### src/sv/pbsd_pkg.sv
package pbsd_pkg;

  localparam int APB_ADDR_BITS = 5;
  localparam int APB_DATA_BITS = 32;
  localparam int REG_IDX_BITS  = 3;

  localparam logic [REG_IDX_BITS-1:0] REG_ROOT_MIN_X = 3'd0;
  localparam logic [REG_IDX_BITS-1:0] REG_ROOT_MAX_X = 3'd1;
  localparam logic [REG_IDX_BITS-1:0] REG_ROOT_MIN_Y = 3'd2;
  localparam logic [REG_IDX_BITS-1:0] REG_ROOT_MAX_Y = 3'd3;
  localparam logic [REG_IDX_BITS-1:0] REG_ROOT_MIN_Z = 3'd4;
  localparam logic [REG_IDX_BITS-1:0] REG_ROOT_MAX_Z = 3'd5;

  typedef struct packed {
    logic outside;
    logic face_ok;
  } axis_flags_t;

endpackage

### src/sv/pbsd_axis.sv
module pbsd_axis #(
  parameter int COORD_BITS = 24
) (
  input  logic signed [COORD_BITS-1:0] p,
  input  logic signed [COORD_BITS-1:0] lo,
  input  logic signed [COORD_BITS-1:0] hi,
  input  logic signed [COORD_BITS-1:0] root_lo,
  input  logic signed [COORD_BITS-1:0] root_hi,
  input  logic                         inner,
  output logic signed [COORD_BITS-1:0] clamp,
  output logic signed [COORD_BITS-1:0] bound,
  output logic        [COORD_BITS-1:0] adiff,
  output logic        [COORD_BITS-1:0] fd,
  output pbsd_pkg::axis_flags_t        flags
);
  import pbsd_pkg::*;

  localparam int C = COORD_BITS;

  logic            below;
  logic            above;
  logic signed [C:0] dc;
  logic        [C:0] dmag;
  logic        [C:0] fd_lo;
  logic        [C:0] fd_hi;
  logic            lo_ok;
  logic            hi_ok;
  logic            take_hi;

  always_comb begin
    below = p < lo;
    above = p > hi;
    if (below) begin
      clamp = lo;
    end else if (above) begin
      clamp = hi;
    end else begin
      clamp = p;
    end
    dc    = {p[C-1], p} - {clamp[C-1], clamp};
    dmag  = dc[C] ? -dc : dc;
    adiff = dmag[C-1:0];

    // face distances are only meaningful when the point is inside
    fd_lo   = {p[C-1], p} - {lo[C-1], lo};
    fd_hi   = {hi[C-1], hi} - {p[C-1], p};
    lo_ok   = !(inner && (lo == root_lo));
    hi_ok   = !(inner && (hi == root_hi));
    take_hi = hi_ok && (!lo_ok || (fd_hi[C-1:0] < fd_lo[C-1:0]));
    fd      = take_hi ? fd_hi[C-1:0] : fd_lo[C-1:0];
    bound   = take_hi ? hi : lo;

    flags.outside = below || above;
    flags.face_ok = lo_ok || hi_ok;
  end
endmodule

### config.mk
export PLATFORM = sky130hd
export DESIGN_NAME = pbsd_axis
export DESIGN_NICKNAME = d
export VERILOG_FILES = /design/src/sv/pbsd_pkg.sv /design/src/sv/pbsd_axis.sv
export SDC_FILE = /design/constraint.sdc
export NUM_CORES = 1
export LEC_CHECK = 0
export BUFFER_PORTS_ARGS = -buffer_cell sky130_fd_sc_hd__buf_4
export CAP_MARGIN = 10
export CORE_ASPECT_RATIO = 1.2
export CORE_MARGIN = 3
export CORE_UTILIZATION = 34
export DETAILED_ROUTE_END_ITERATION = 10
export GPL_TIMING_DRIVEN = 0
export PLACE_DENSITY = 0.68
export SYNTH_ARGS = -nofsm -noshare
export SYNTH_HDL_FRONTEND = slang
export SYNTH_SLANG_ARGS = --single-unit
### constraint.sdc
create_clock -name vclk -period 10.59
set_input_delay 1.5885 -clock vclk [all_inputs]
set_output_delay 1.5885 -clock vclk [all_outputs]
set_load 0.02 [all_outputs]
==> key figures, run 1 <==
Outcome
  • Result of the run: finished, final reports clean

Cells and area
  • Fin util: ~45%
  • Number of flip-flops and latches: 0
  • FF+latch area: 0 µm²
  • Diode count: 0
  • # fillers: approximately 2200
  • Most common cell after layout, fill and taps aside: sky130_fd_sc_hd__buf_4
  • Fraction of layout cells with a size suffix above 1: approximately 24%
  • Finished layout cell area: between 9000 and 10000 µm²
  • Top library cells by usage in the layout, fill and taps aside: 222 x sky130_fd_sc_hd__buf_4, 106 x sky130_fd_sc_hd__inv_1, 106 x sky130_fd_sc_hd__nand2_1
  • Nets@finish: 1497
  • Number of clock buffers in the layout: 0
  • Post-synthesis to final-layout area growth: 28.1%

Global route
  • Remaining global-route overflow: 0
  • Initial antenna violation count: 0
  • Vias in the first global route: approximately 8600
  • Global-route wire length before repair: ~46 mm
  • Pin count of the biggest net entering global routing: 20
  • GRT Overall Usage: roughly 25%

Yosys
  • Post-synth net total: between 1000 and 1500
  • Number of warnings printed during yosys synthesis: 0
  • Cell variety after synth: between 80 and 90
  • Share of synthesized area occupied by flip-flops and latches: 0%
  • Post-synthesis cell count: between 1000 and 1500
  • Synthesized cell area: roughly 7000 µm²
  • Mapped Avg Cell Area: roughly 6.8 µm²

Drt
  • Final wirelength: just over 30 mm
  • Via count of the routed design: approximately 9000
  • Iteration-0 DRC count of the detailed router: roughly 830
  • Final ANT Viol Nets: 0
  • Per-cell routed wire length: about 20 µm
  • Avg Vias per Cell: approximately 5.7
  • Number of DRC violations after detailed routing: 0
  • DRT Pass-1 Iters: 5

Place
  • Placer Congestion: ~1
  • Post-placement cell area: about 9200 µm²
  • HPWL Detailed: about 27 mm
  • Port Buffers: between 200 and 250

Timing
  • Hold Violations, Final: 0
  • Setup tns final: 0 ns
  • Max-slew headroom at the worst pin: between 30 and 40%
  • Shortest clock period the worst path allows after layout: ~10 ns
  • Final-report max-slew violation count: 0
  • Period Utilization, post-route: about 95%
  • Final Setup Violations: 0
  • Transition at the pin with the smallest max-transition slack: roughly 0.96 ns
  • Final Hold Slack: around 3.6 ns
  • RSZ-0062 raised after global routing: false
  • Top achievable clock speed: approximately 99 MHz

Critical path
  • Arrival time of the worst setup path: between 8 and 9 ns
  • CP max-delay cell: sky130_fd_sc_hd__or4_1
  • Critical path's largest stage delay: around 0.57 ns
  • Critical path class: input port to output pin
  • Sort of element at the start of the critical path: input port
  • Critical path peak fanout: 19
  • CP Data Required Time: 9.00 ns
  • Cell family with most CP delay: compound AO/OA/AOI/OAI gates
  • Endpoint type of the worst setup path: output pin
  • Depth of the critical timing path with buffers and inverters included: 30
  • Buffers and inverters on the worst path: 8
  • Most prevalent standard cell on the critical path: sky130_fd_sc_hd__buf_4

Worst hold path
  • Min-Delay Endpoint: clamp[23]
  • Worst Hold Path Cells: 4
  • Path class of the lowest-slack min-delay path: input port to output pin
  • Startpoint of the tightest hold check path: lo[23]

Floorplan
  • Core region area: between 20000 and 25000 µm²
  • IO Pins: approximately 220
  • Die width: 139 µm
  • Effective utilization at floorplan: 35.1%
  • Die height: ~170 µm
  • DIE AREA: 23000 µm²
  • Number of rows in the core area: 57

Pwr
  • Power density relative to cell area: 155 nW/µm²
  • Leakage power: 4.34 nW
  • Total Power: between 1 and 1.5 mW
  • Maximum vdd drop: ~120 µV

Job
  • Number of maximum-capacitance violations: 0
==> per-stage QoR <==
| step | cells | setup slack (ns) |
|---|---|---|
| finish | 1549 | 0.522 |
| global route | 1549 | 0.0114 |
| CTS | 1547 | 0.00505 |
| detailed placement | 1548 | -0.262 |
| global placement | 1548 | -0.208 |
| floorplan | 1065 | 1.00 |
==> worst max-delay path by stage <==
stage,start,endpoint
after detailed placement,p[2],adiff[23]
after global placement,p[2],adiff[23]
after CTS,p[2],adiff[23]
after global routing,p[2],adiff[8]
after floorplan,p[2],adiff[23]
final,p[0],adiff[23]
==> routing by layer <==
layer,GRT usage [%],share of wire (%),vias to the layer above,routed length (µm)
met1,30.9,42,4090,12900
met3,1.93,5.0,76,1540
met4,11.8,5.4,0,1670
li1,-,-,4315,-
met5,0,0,-,0
met2,44.3,48,326,14900
==> cell usage after synthesis (all sizes together) (11+ instances only) <==
library cell,number,area (µm²)
mux2,22,248
inv,106,398
o31ai,17,143
nand4,17,106
a21o,25,188
or3,11,73.8
nor2b,12,75.1
a21oi,83,419
nor4,13,81.3
nand2b,17,106
clkbuf,18,67.6
nor2,81,304
ha,87,1090
o21a,23,173
o21ai,62,314
a211oi,16,135
a31oi,12,75.1
buf,16,96.3
xnor2,64,561
nand2,107,404
nand3,30,155
nor3,29,155
xor2,52,455
o211ai,12,90.1
==> layout make-up <==
type | instances | area, µm² | area share [%]
tap | 265 | 332 | 3.59
multi-input combinational | 925 | 6680 | 72.4
inverter | 106 | 398 | 4.31
buffer | 33 | 169 | 1.83
timing repair buffer | 220 | 1650 | 17.9
==> cell families (layout without fill, tap and decap cells) <==
family	count (synthesis)	after routing	share of synthesized area, %
AO/OA/AOI/OAI	333	333	33.4
XOR/XNOR	116	116	14.1
adder cells (fa/ha/maj)	92	92	16.2
buffers and inverters	140	359	7.80
multiplexers	27	27	4.13
AND/OR/NAND/NOR	357	357	24.4
==> timing repair <==
item	CTS	global route
pin swaps	0	1
hold buffers	0	0
gates resized for setup	3	14
setup buffers	0	2
gates cloned	0	0
setup endpoints to repair	12	23
==> power breakdown <==
part / internal, mW / switching (mW) / total, mW
clock network: 0 / 0 / 0
registers: 0 / 0 / 0
logic: 0.582 / 0.853 / 1.43
total: 0.582 / 0.853 / 1.43
Note: power is estimated with default switching activity, not from simulation.
==> run 2, diff against run 1 <==
Settings changed: ABC_AREA set to 1, CORE_UTILIZATION 34 to 24, GPL_TIMING_DRIVEN 0 to not set, PLACE_DENSITY 0.68 to 0.55.
==> key figures, run 2 <==
Cells and area
  • Number of flip-flops and latches: 0
  • Finished layout cell area: 9120 µm²
  • Fin util: around a third
  • # fillers: 3372
  • Final non-filler cell total: about 1900
  • Number of clock buffers in the layout: 0
  • Post-synthesis to final-layout area growth: 28.7%
  • Fraction of layout cells with a size suffix above 1: between 10% and 20%
  • Top library cells by usage in the layout, fill and taps aside: 430 x sky130_fd_sc_hd__nand2_1, 221 x sky130_fd_sc_hd__buf_4, 201 x sky130_fd_sc_hd__inv_1
  • Most common cell after layout, fill and taps aside: sky130_fd_sc_hd__nand2_1
  • FF+latch area: 0 µm²
  • Nets@finish: ~1700

Global route
  • Vias in the first global route: between 9000 and 10000
  • Global-route wire length before repair: roughly 50 mm
  • GRT Overall Usage: between 20% and 30%
  • Remaining global-route overflow: 0
  • Pin count of the biggest net entering global routing: 47
  • Initial antenna violation count: 4

Timing
  • Final Hold Slack: between 3 and 4 ns
  • Top achievable clock speed: between 100 and 150 MHz
  • Final setup margin: 1.91 ns
  • Final Setup Violations: 0
  • Transition at the pin with the smallest max-transition slack: roughly 0.73 ns
  • Period Utilization, post-route: between 80% and 90%
  • Setup tns final: 0 ns
  • RSZ-0062 raised after global routing: false
  • Shortest clock period the worst path allows after layout: 8.68 ns
  • Hold Violations, Final: 0
  • Final-report max-slew violation count: 0
  • Max-slew headroom at the worst pin: about half

Clocking
  • Resize count post-CTS: 0
  • Hold-fix buffers at CTS: 0
  • Number of setup buffers added after CTS: 0

Yosys
  • Post-synthesis cell count: 1327
  • Fraction of synthesized cell area taken by the top area cell type: 22.8%
  • Top cells by area, synth: sky130_fd_sc_hd__nand2_1 23%, sky130_fd_sc_hd__ha_1 15%, sky130_fd_sc_hd__inv_1 11%
  • Library cell with the largest summed area after synthesis: sky130_fd_sc_hd__nand2_1
  • Share of synthesized area occupied by flip-flops and latches: 0%
  • Most repeated cell in the gate-level netlist after synthesis: sky130_fd_sc_hd__nand2_1
  • Most instantiated cells after synthesis: 430 x sky130_fd_sc_hd__nand2_1, 201 x sky130_fd_sc_hd__inv_1, 105 x sky130_fd_sc_hd__nand3_1
  • Synthesized cell area: approximately 7000 µm²
  • Post-synth net total: between 1500 and 2000
  • Cell variety after synth: 45
  • Number of warnings printed during yosys synthesis: 0
  • Mapped Avg Cell Area: 5.34 µm²

Critical path
  • Sort of element at the start of the critical path: input port
  • Critical path peak fanout: 33
  • Endpoint type of the worst setup path: output pin
  • CP Data Required Time: around 9.0 ns
  • Critical path class: input port to output pin
  • Arrival time of the worst setup path: slightly above 7 ns

Drt
  • Via count of the routed design: 9142
  • Per-cell routed wire length: approximately 17 µm
  • Avg Vias per Cell: 4.78
  • Final wirelength: roughly 33 mm
  • DRT Pass-1 Iters: 5
  • Final ANT Viol Nets: 0
  • Number of DRC violations after detailed routing: 0
  • Iteration-0 DRC count of the detailed router: approximately 530

Floorplan
  • Effective utilization at floorplan: ~24%
  • IO Pins: 219
  • Core region area: 28900 µm²
  • Die width: 163 µm
  • Die height: 194 µm
  • DIE AREA: 31600 µm²
  • Number of rows in the core area: between 60 and 70

Pwr
  • Maximum vdd drop: 84.7 µV
  • Total Power: roughly 1.5 mW
  • Leakage power: slightly above 5 nW
  • Power density relative to cell area: between 150 and 200 nW/µm²

Worst hold path
  • Path class of the lowest-slack min-delay path: input port to output pin
  • Worst Hold Path Cells: 4

Place
  • Port Buffers: around 220
  • DP Cell Count: about 1900
  • Dpl ws: between 1.5 and 2 ns
  • HPWL Detailed: roughly 30 mm
  • Post-placement cell area: a little over 9000 µm²
  • Placer Congestion: 0.913

Job
  • Number of maximum-capacitance violations: 0

Outcome
  • Result of the run: finished, final reports clean
## run 2: critical path, cell delays in order
cell	delay [ns]
sky130_fd_sc_hd__buf_4	0.10
sky130_fd_sc_hd__inv_1	0.05
sky130_fd_sc_hd__ha_1	0.44
sky130_fd_sc_hd__nand2_1	0.15
sky130_fd_sc_hd__inv_1	0.05
sky130_fd_sc_hd__nand2_1	0.05
sky130_fd_sc_hd__nand2_1	0.07
sky130_fd_sc_hd__a21oi_1	0.40
sky130_fd_sc_hd__nand4_1	0.42
sky130_fd_sc_hd__nand2_2	0.67
sky130_fd_sc_hd__nand2_1	0.11
sky130_fd_sc_hd__o211ai_1	0.13
sky130_fd_sc_hd__o21ai_0	0.31
sky130_fd_sc_hd__fa_1	0.61
sky130_fd_sc_hd__nand4_1	0.18
sky130_fd_sc_hd__nand2_1	0.17
sky130_fd_sc_hd__nand2_1	0.13
sky130_fd_sc_hd__nand2_1	0.13
sky130_fd_sc_hd__nand3_1	0.12
sky130_fd_sc_hd__nand3_1	0.08
sky130_fd_sc_hd__nand2_1	0.09
sky130_fd_sc_hd__nand2_2	0.17
sky130_fd_sc_hd__inv_2	0.31
sky130_fd_sc_hd__o21ai_0	0.18
sky130_fd_sc_hd__nand2_1	0.10
sky130_fd_sc_hd__nand2_1	0.05
sky130_fd_sc_hd__nand2_1	0.07
sky130_fd_sc_hd__buf_4	0.14
## run 2: final timing paths
path,from,endpoint,slack [ns]
min,lo[19],bound[19],3.52
max,p[23],adiff[19],1.91
## run 2: per-layer routing
| layer | global-route usage, % | vias to the layer above | share of wire [%] |
|---|---|---|---|
| met5 | 0 | - | 0.069 |
| met4 | 9.71 | 4 | 6.0 |
| met3 | 2.07 | 62 | 5.0 |
| met2 | 34.9 | 279 | 47 |
| met1 | 24.7 | 4048 | 42 |
| li1 | - | 4749 | - |
## run 2: where the power goes
| part | leakage, nW | internal, mW | switching [mW] |
|---|---|---|---|
| sequential | 0 | 0 | 0 |
| clock | 0.0000127 | 0.0000000253 | 0 |
| combinational | 5.13 | 0.555 | 0.988 |
## run 2: layout make-up
type | count | area, µm² | area share, %
well taps | 385 | 482 | 5.28
multi-input cells | 1101 | 6200 | 68.0
diodes | 2 | 5.00 | 0.0549
inverters | 205 | 769 | 8.44
repair buffers | 221 | 1660 | 18.2
## run 2: logic make-up (layout without fill, tap and decap cells)
logic type	count (synthesis)	after routing	share of synthesized area, %
AOI/OAI and AO/OA	222	222	18.1
xor gates and xnor gates	81	81	10.0
adders and majority gates	90	90	16.2
buffers and inverters	226	426	12.5
other	0	2	0
and+or+nand+nor	708	708	43.2
